==> config.mk <==
export PLATFORM = sky130hd
export DESIGN_NAME = hbpq_seq
export DESIGN_NICKNAME = d
export VERILOG_FILES = /design/src/sv/hbpq_pkg.sv /design/src/sv/hbpq_seq.sv
export VERILOG_INCLUDE_DIRS = /design/src /design/src/sv
export SDC_FILE = /design/constraint.sdc
export NUM_CORES = 1
export LEC_CHECK = 0
export ABC_AREA = 1
export CAP_MARGIN = 25
export CORE_AREA = 3 3 165 167
export CTS_CLUSTER_SIZE = 14
export DETAILED_ROUTE_END_ITERATION = 8
export DIE_AREA = 0 0 168 170
export DONT_BUFFER_PORTS = 1
export PLACE_DENSITY = 0.64
export SLEW_MARGIN = 20
export SYNTH_ARGS = -nofsm -noshare
export SYNTH_HDL_FRONTEND = slang
export SYNTH_SLANG_ARGS = --single-unit
==> constraint.sdc <==
create_clock -name clk -period 4.9 [get_ports clk]
set_input_delay 0.98 -clock clk [delete_from_list [all_inputs] [get_ports clk]]
set_output_delay 0.98 -clock clk [all_outputs]
set_load 0.02 [all_outputs]
==> src/sv/binary_heap_priority_queue_macros.svh <==
// Assertion macros shared by the heap queue RTL.
// Expect clk and arst_n in scope where they are used.
`ifndef BINARY_HEAP_PRIORITY_QUEUE_MACROS_SVH
`define BINARY_HEAP_PRIORITY_QUEUE_MACROS_SVH

// Check that the consequent holds in the same cycle
`define HBPQ_ASSERT_IMPL(lbl, ante, cons, msg) \
	lbl: assert property (@(posedge clk) disable iff (!arst_n) (ante) |-> (cons)) \
		else $error(msg);

// Check that the consequent holds in the next cycle
`define HBPQ_ASSERT_NEXT(lbl, ante, cons, msg) \
	lbl: assert property (@(posedge clk) disable iff (!arst_n) (ante) |=> (cons)) \
		else $error(msg);

`endif

==> src/sv/hbpq_pkg.sv <==
// Shared types, codes and the ordering compare for the heap queue.
// No dependencies; imported by every module of the block.
`timescale 1ns / 1ps

package hbpq_pkg;

	localparam int unsigned DATA_W       = 32;
	localparam int unsigned CAPACITY_DEF = 1024;

	typedef enum logic [1:0] {
		REQ_PUSH = 2'd0,
		REQ_POP  = 2'd1,
		REQ_PEEK = 2'd2
	} req_t;

	typedef enum logic [1:0] {
		STAT_OK    = 2'd0,
		STAT_EMPTY = 2'd1,
		STAT_FULL  = 2'd2
	} status_t;

	// finished request handed from the sequencer to the output register
	typedef struct packed {
		logic                     vld;
		logic signed [DATA_W-1:0] value;
		status_t                  status;
	} seq_res_t;

	// true when a must sit above b: strictly greater, or strictly smaller in min-first order
	function automatic logic better(input logic signed [DATA_W-1:0] a,
		input logic signed [DATA_W-1:0] b, input logic min_first);
		return min_first ? (a < b) : (a > b);
	endfunction

endpackage

==> src/sv/hbpq_seq.sv <==
// Request sequencer: count, sift-up and sift-down walks over the heap store.
// Depends on hbpq_pkg and binary_heap_priority_queue_macros.svh.
`timescale 1ns / 1ps
`include "binary_heap_priority_queue_macros.svh"

module hbpq_seq #(
	parameter int unsigned CAPACITY = hbpq_pkg::CAPACITY_DEF,
	localparam int unsigned SW = $clog2(CAPACITY + 1),
	localparam int unsigned AW = $clog2(CAPACITY)
) (
	input  logic                               clk,
	input  logic                               arst_n,
	input  logic                               heap_order,
	input  logic                               in_valid,
	output logic                               in_stall,
	input  logic [1:0]                         req_type,
	input  logic signed [hbpq_pkg::DATA_W-1:0] value,
	output hbpq_pkg::seq_res_t                 res,
	output logic [SW-1:0]                      count,
	input  logic                               out_free,
	output logic [AW-1:0]                      rd_addr0,
	output logic [AW-1:0]                      rd_addr1,
	input  logic signed [hbpq_pkg::DATA_W-1:0] rd_data0,
	input  logic signed [hbpq_pkg::DATA_W-1:0] rd_data1,
	output logic                               wr_en,
	output logic [AW-1:0]                      wr_addr,
	output logic signed [hbpq_pkg::DATA_W-1:0] wr_data
);
	import hbpq_pkg::*;

	typedef enum logic [5:0] {
		S_IDLE  = 6'b000001,
		S_LOAD  = 6'b000010,
		S_UP    = 6'b000100,
		S_DOWN  = 6'b001000,
		S_PLACE = 6'b010000,
		S_FIN   = 6'b100000
	} state_t;

	// heap slots run from 1; the store is addressed from 0
	function automatic logic [AW-1:0] slot_addr(input logic [SW-1:0] slot);
		logic [SW-1:0] idx;
		idx = slot - SW'(1);
		return idx[AW-1:0];
	endfunction

	state_t                   state_q, state_d;
	req_t                     req_q;
	logic signed [DATA_W-1:0] x_q;
	logic signed [DATA_W-1:0] res_value_q;
	status_t                  res_status_q;
	status_t                  stat_d;
	logic [SW-1:0]            pos_q;
	logic [SW-1:0]            count_q;

	logic                     accept;
	logic                     cnt_full;
	logic [SW-1:0]            cnt_inc;
	logic [SW-1:0]            cnt_dec;
	logic [SW-1:0]            up_par;
	logic                     up_go;
	logic [SW:0]              cnt_ext;
	logic [SW:0]              dn_l;
	logic [SW:0]              dn_r;
	logic [SW:0]              dn_next_l;
	logic                     dn_has_r;
	logic                     dn_lb;
	logic                     dn_rb;
	logic                     dn_go;
	logic                     dn_pick_r;
	logic                     dn_more;
	logic [SW-1:0]            dn_csel;
	logic signed [DATA_W-1:0] dn_cval;

	// take a word only between requests
	assign accept   = in_valid && (state_q == S_IDLE);
	assign in_stall = (state_q != S_IDLE);

	assign cnt_full = (count_q == SW'(CAPACITY));
	assign cnt_inc  = count_q + SW'(1);
	assign cnt_dec  = count_q - SW'(1);
	assign cnt_ext  = {1'b0, count_q};

	// sift up: moving word against its parent
	assign up_par = pos_q >> 1;
	assign up_go  = better(x_q, rd_data0, heap_order);

	// sift down: moving word against both children, left wins only when strictly better
	assign dn_l      = {pos_q, 1'b0};
	assign dn_r      = {pos_q, 1'b1};
	assign dn_has_r  = (dn_r <= cnt_ext);
	assign dn_lb     = better(rd_data0, x_q, heap_order);
	assign dn_rb     = dn_has_r && better(rd_data1, x_q, heap_order);
	assign dn_go     = dn_lb || dn_rb;
	assign dn_pick_r = dn_has_r && !better(rd_data0, rd_data1, heap_order);
	assign dn_csel   = dn_pick_r ? dn_r[SW-1:0] : dn_l[SW-1:0];
	assign dn_cval   = dn_pick_r ? rd_data1 : rd_data0;
	assign dn_next_l = {dn_csel, 1'b0};
	assign dn_more   = (dn_next_l <= cnt_ext);

	// status of a request at acceptance
	always_comb begin
		stat_d = STAT_OK;
		unique case (req_type)
			REQ_PUSH: if (cnt_full) stat_d = STAT_FULL;
			REQ_POP, REQ_PEEK: if (count_q == '0) stat_d = STAT_EMPTY;
			default: stat_d = STAT_OK;
		endcase
	end

	// next state and store accesses
	always_comb begin
		state_d  = state_q;
		rd_addr0 = '0;
		rd_addr1 = '0;
		wr_en    = 1'b0;
		wr_data  = x_q;
		unique case (state_q)
			S_IDLE: begin
				rd_addr0 = (req_type == REQ_PUSH) ? slot_addr(cnt_inc >> 1) : '0;
				rd_addr1 = slot_addr(count_q);
				if (accept) begin
					unique case (req_type)
						REQ_PUSH: begin
							if (cnt_full) begin
								state_d = S_FIN;
							end else if (cnt_inc == SW'(1)) begin
								state_d = S_PLACE;
							end else begin
								state_d = S_UP;
							end
						end
						REQ_POP, REQ_PEEK: begin
							state_d = (count_q == '0) ? S_FIN : S_LOAD;
						end
						default: state_d = S_FIN;
					endcase
				end
			end
			S_LOAD: begin
				rd_addr0 = AW'(1);
				rd_addr1 = AW'(2);
				if (req_q == REQ_PEEK) begin
					state_d = S_FIN;
				end else if (count_q >= SW'(2)) begin
					state_d = S_DOWN;
				end else if (count_q == SW'(1)) begin
					state_d = S_PLACE;
				end else begin
					state_d = S_FIN;
				end
			end
			S_UP: begin
				wr_en    = 1'b1;
				wr_data  = up_go ? rd_data0 : x_q;
				rd_addr0 = slot_addr(up_par >> 1);
				if (!up_go) begin
					state_d = S_FIN;
				end else if (up_par == SW'(1)) begin
					state_d = S_PLACE;
				end
			end
			S_DOWN: begin
				wr_en    = 1'b1;
				wr_data  = dn_go ? dn_cval : x_q;
				rd_addr0 = slot_addr(dn_next_l[SW-1:0]);
				rd_addr1 = slot_addr(dn_next_l[SW-1:0] | SW'(1));
				if (!dn_go) begin
					state_d = S_FIN;
				end else if (!dn_more) begin
					state_d = S_PLACE;
				end
			end
			S_PLACE: begin
				wr_en   = 1'b1;
				state_d = S_FIN;
			end
			S_FIN: begin
				if (out_free) state_d = S_IDLE;
			end
			default: state_d = S_IDLE;
		endcase
	end

	assign wr_addr = slot_addr(pos_q);

	// hold state and entry count
	always_ff @(posedge clk or negedge arst_n) begin
		if (!arst_n) begin
			state_q <= S_IDLE;
			count_q <= '0;
		end else begin
			state_q <= state_d;
			if (accept) begin
				if (req_type == REQ_PUSH && !cnt_full) begin
					count_q <= cnt_inc;
				end else if (req_type == REQ_POP && count_q != '0) begin
					count_q <= cnt_dec;
				end
			end
		end
	end

	// advance the moving word, its slot and the result
	always_ff @(posedge clk) begin
		if (accept) begin
			req_q        <= req_t'(req_type);
			x_q          <= value;
			pos_q        <= cnt_inc;
			res_value_q  <= '0;
			res_status_q <= stat_d;
		end
		if (state_q == S_LOAD) begin
			res_value_q <= rd_data0;
			x_q         <= rd_data1;
			pos_q       <= SW'(1);
		end
		if (state_q == S_UP && up_go) begin
			pos_q <= up_par;
		end
		if (state_q == S_DOWN && dn_go) begin
			pos_q <= dn_csel;
		end
	end

	assign res.vld    = (state_q == S_FIN);
	assign res.value  = res_value_q;
	assign res.status = res_status_q;
	assign count      = count_q;

	`HBPQ_ASSERT_IMPL(a_cnt_max, 1'b1, count_q <= SW'(CAPACITY), "entry count above capacity")
	`HBPQ_ASSERT_IMPL(a_wr_in_heap, wr_en, (pos_q != '0) && (pos_q <= count_q), "store write outside heap")
	`HBPQ_ASSERT_IMPL(a_down_child, state_q == S_DOWN, dn_l <= cnt_ext, "sift down without a child")
	`HBPQ_ASSERT_NEXT(a_push_count, accept && (req_type == REQ_PUSH) && !cnt_full, count_q == $past(cnt_inc), "push did not grow count")

endmodule

# After elaboration in Yosys (flattened, before gate mapping)
# Cells that the tools add are included.
# W data, S select, Z words.
totals:
  input_bits: 103
  elab_cells: 103
  ff_bits: 96
op_classes:
  eq_ne: 18
  magnitude_cmp: 11
  mux: 40
  reduce_logical: 20
  n_addsub: 7
op_table:
  columns: ["cell", "count"]
  rows:
  - ["$mux W32", 7]
  - ["$gt A32 B32 Y1", 4]
  - ["$lt A32 B32 Y1", 4]
  - ["$mux W11", 6]
  - ["$mux W6", 11]
  - ["$pmux W32 S2", 1]
  - ["$pmux W10 S4", 1]
  - ["$sub A10 B1 Y10 const B", 4]
  - ["$pmux W6 S6", 1]
  - ["$pmux W10 S3", 1]
  - ["$le A12 B11 Y1", 2]
  - ["$eq A11 B1 Y1 const B", 2]
  - ["$pmux W6 S2", 1]
  - ["$add A11 B1 Y11 const B", 1]
  - ["$eq A11 B11 Y1 const B", 1]
  - ["$ge A11 B2 Y1 const B", 1]
  - ["$logic_not A11 Y1", 1]
  - ["$reduce_bool A11 Y1", 1]
  - ["$sub A11 B1 Y11 const B", 1]
  - ["$eq A10 B1 Y1 const B", 1]
  - ["$mux W10", 1]
  - ["$sub A9 B1 Y10 const B", 1]
  - ["$logic_and A1 B1 Y1", 7]
  - ["$mux W1", 7]
  - ["24 further kinds", 28]

# Longest topological paths before layout
logic_depth:
  ltp_word: 9
  ltp_mapped: 32
  ltp_nobuf: 31

# Worst setup path before layout
# OpenSTA, ideal clock, no wires.
synth_path:
  path_type: "input to output"
  startpoint: "input rd_data1[31] in the netlist's numbering"
  endpoint: "output rd_addr0[9]"
  slack_ps: 480
  t_arrival_ps: 3440
  stages: 20
  t_required_ps: 3920
  n_path_buf: 1
  cell_sequence: "inv_1 -> ha_1 -> nand2_1 -> nor2_1 -> nand2_1 -> nor3b_2 -> nand2_1 -> nand2_1 -> nand2_1 -> nand2_1 -> nand2_2 -> nand3_2 -> buf_2 -> ha_1 -> inv_1 -> nor2_1 -> inv_1 -> o21ai_0 -> nand2_1 -> o221ai_1"
synth_via:
  elab_chain_len: 7
  word_cells_on_any_way: 8
  classes_between: "1 x add/sub; 2 x order compare; 3 x mux; 2 x reduce/logical"
synth_rtl:
  columns: ["element", "line", "source"]
  rows:
  - ["start, declared", "hbpq_seq.sv:24", "input logic signed [hbpq_pkg::DATA_W-1:0] rd_data1,"]
  - ["$gt A32 B32 Y1 or $lt A32 B32 Y1 (tied branches)", "hbpq_pkg.sv:32", "return min_first ? (a < b) : (a > b);"]
  - ["$mux W1 *", "hbpq_pkg.sv:32", null]
  - ["$logic_not A1 Y1 *", "hbpq_seq.sv:95", "assign dn_pick_r = dn_has_r && !better(rd_data0, rd_data1, heap_order);"]
  - ["$logic_and A1 B1 Y1 *", "hbpq_seq.sv:95", null]
  - ["$mux W1 *", "hbpq_seq.sv:96", "assign dn_csel = dn_pick_r ? dn_r[SW-1:0] : dn_l[SW-1:0];"]
  - ["$sub A10 B1 Y10 *", "hbpq_seq.sv:43", "idx = slot - SW'(1);"]
  - ["$pmux W10 S4 *", "hbpq_seq.sv:118", "unique case (state_q)"]
  - ["end, declared", "hbpq_seq.sv:21", "output logic [AW-1:0] rd_addr0,"]
# Every way passes the cells marked *; elsewhere a longest branch is shown, timed or not.

# Final worst setup path
layout_path:
  startpoint: "input rd_data1[15] in the netlist's numbering"
  endpoint: "output rd_addr0[9]"
# The elaborated chain is that of the path after synthesis.

==> impl_metrics.tcl <==
set metrics [dict create \
    routed_wl_mm 35.1 \
    start_kind "input pin" \
    ir_drop_mv 0.324 \
    vias_per_cell 5.49 \
    synth_top_area_share_pct 23.1 \
    drv_cap 0 \
    clkLatencyLatePin_ns 0.36 \
    initialDrtViolationCount 865 \
    grt_pass1_vias 9699 \
    highest_layer "met4" \
    antenna_found_initial 0 \
    place_area_um2 10700 \
    yosys.area.top_type "edfxtp_1" \
    crit_fanout 4 \
    cts_max_path_buffers 2 \
    fill_cells 2638 \
    async_flop_share_pct 17.7 \
    worst_hold_path_type "input pin to asynchronous set/reset pin" \
    core_area_um2 25900 \
    critPathKind "input pin to output pin" \
    setup_violations 0 \
    cts.clk_slew.worst_paths_ns 0.08 \
    slew_violations 0 \
    worstPathArrival_ns 3.51 \
    wl_met2_mm 16.1 \
    synth_edf_count 79 \
    first_pass_iters 6 \
    track_usage_pct 23.7 \
    grt_max_degree 104 \
    dp_cells 1821 \
    routabilityCongestion 0.921 \
    dr_wl_met3_mm 2.96 \
    layout_commonest_cell "nand2_1" \
    cp-end-kind "output pin" \
    numClockSinks 96 \
    numCtsBuffers 9 \
    ant_nets 0 \
    tightest_slew_ns 0.982 \
    finClkSkew_ns 0.0108 \
    start_util_pct 39.6 \
    cts_hold_buf 0 \
    wl_per_cell_um 19.1 \
    htree_levels 3 \
    leakage_uw 0.00557 \
    synthTopCellsByArea "edfxtp_1 (23%), nand2_1 (16%), ha_1 (16%), inv_1 (6.9%), nand3_1 (5.3%)" \
    hold_viol 0 \
    finalNonFillerCells 1838 \
    syn_nets 1739 \
    cts-resized-gates 0 \
    overflow 0 \
    wl_met1_mm 15.1 \
    stdcell_area_um2 11100 \
    cts_tree "built" \
    via_count 10100 \
    drive_gt1_share_pct 5.66 \
    maxSlewHeadroom_pct 34.5 \
    hpwl_mm 25.8 \
    rsz0062_at_grt "no" \
    ys_ff_latch 96 \
    final_cell_mix "nand2_1 (426), inv_1 (189), nor2_1 (136)" \
    dieArea_um2 28600 \
    grt_pass1_wl_mm 53.9 \
    netlist-cell-type-count 46 \
    fin_nets 1729 \
    postSynthAreaPerCell_um2 6.81 \
    portBuffers 0 \
    powerDensity_nw_per_um2 648 \
    row_count 59 \
    fp.dieW_um 168 \
    ioPinCount 213 \
    root_buffer "clkbuf_16" \
    fmax_mhz 223 \
    outcome "complete, no violations" \
    timing.final.crit_share_pct 91.6 \
    syn_inst 1508 \
    synth_ff_type "edfxtp_1" \
    die_h_um 170 \
    period_minus_slack_ns 4.49 \
    required_ns 3.92 \
    syn-cell-area_um2 10300 \
    ys_warn_count 0 \
    fin_tns_setup_ns 0 \
    drc 0 \
    syn_to_final_growth_pct 7.70 \
    cts_setup_buffers 0 \
    ys_seq_area_share_pct 27.3 \
    insertedDiodeCount 0 \
]
-- path summary, 6_finish.rpt --
kind	from	endpoint	slack, ns	depth (start not counted)
max	rd_data1[15]	rd_addr0[9]	0.41	22
min	arst_n	count[3]	0.30	0
max reg2reg	count[9]	state_q[1]	1.17	23
min reg2reg	pos_q[0]	pos_q[1]	0.66	2
max in group asynchronous	arst_n	state_q[0]	4.41	0
min in group clk	pos_q[0]	pos_q[1]	0.66	2
-- synthesized netlist by cell type (3+ instances only) --
library cell and count:
a21oi_1 92, buf_2 18, buf_4 3, buf_6 5, clkbuf_1 33, dfrtp_1 16
edfxtp_1 79, ha_1 128, inv_1 190, inv_2 6, nand2_1 427, nand2_2 7
nand3_1 109, nand3_2 4, nand3b_1 4, nand4_1 51, nor2_1 137, nor3_1 15
o211ai_1 14, o21a_1 6, o21ai_0 88, o221ai_1 5, o22ai_1 11, xor2_1 29
-- power breakdown --
group	total, uW	switching [uW]	internal [uW]
registers	1960	569	1400
clock network	781	373	407
logic	4420	3080	1340
total	7160	4030	3140
-- metal layers --
metal  up-vias  GRT usage [%]
li1       4995              -
met3        49           5.51
met4         0           7.79
met1      4627           31.2
met2       423           38.7
met5         -              0
-- state kept, by name, indices dropped and copies added, names as in the netlist --
register / flops
res_value_q: 32
x_q: 32
count: 11
pos_q: 11
state_q: 6
req_q: 2
res_status_q: 2
-- per-stage QoR --
step	total power (uW)	setup slack, ns	hold WS [ns]	utilization, %
after floorplan	5040	0.480	0.548	-
after global placement	6300	0.366	0.622	41.4
after detailed placement	6350	0.335	0.633	41.4
after CTS	7160	0.299	0.292	42.6
after global routing	7760	0.0400	0.291	42.7
final	7160	0.413	0.304	42.7
-- worst max-delay path, cell delays in order --
cell,delay [ns]
inv_1,0.03
ha_1,0.28
nand2_1,0.06
nor2_1,0.23
nand4_1,0.11
inv_1,0.11
nand2_1,0.06
nand2_1,0.08
nand2_1,0.07
nand2_1,0.06
nand2_1,0.07
nand2_1,0.08
nand2_2,0.06
nand3_2,0.13
ha_1,0.19
inv_1,0.06
nor2_2,0.17
inv_1,0.09
o21ai_0,0.15
nand2_1,0.07
o221ai_1,0.18
buf_4,0.17
-- layout make-up --
| cell class | count | area [um2] | area share [%] |
|---|---|---|---|
| multi-input combinational | 1154 | 6450 | 58.3 |
| sequential | 96 | 2800 | 25.3 |
| inverter | 199 | 751 | 6.79 |
| tap | 335 | 419 | 3.79 |
| timing repair buffer | 38 | 335 | 3.03 |
| clock buffer | 10 | 229 | 2.07 |
| clock inverter | 6 | 76.3 | 0.690 |
-- cells by family after synthesis --
group | count (synthesis) | share of synthesized area [%]
simple gates | 769 | 32.3
buf+inv | 258 | 10.1
compound gates | 226 | 12.1
fa+ha+maj | 128 | 15.6
flops | 96 | 27.3
xor+xnor | 31 | 2.64
(Power assumes the default switching activity.)
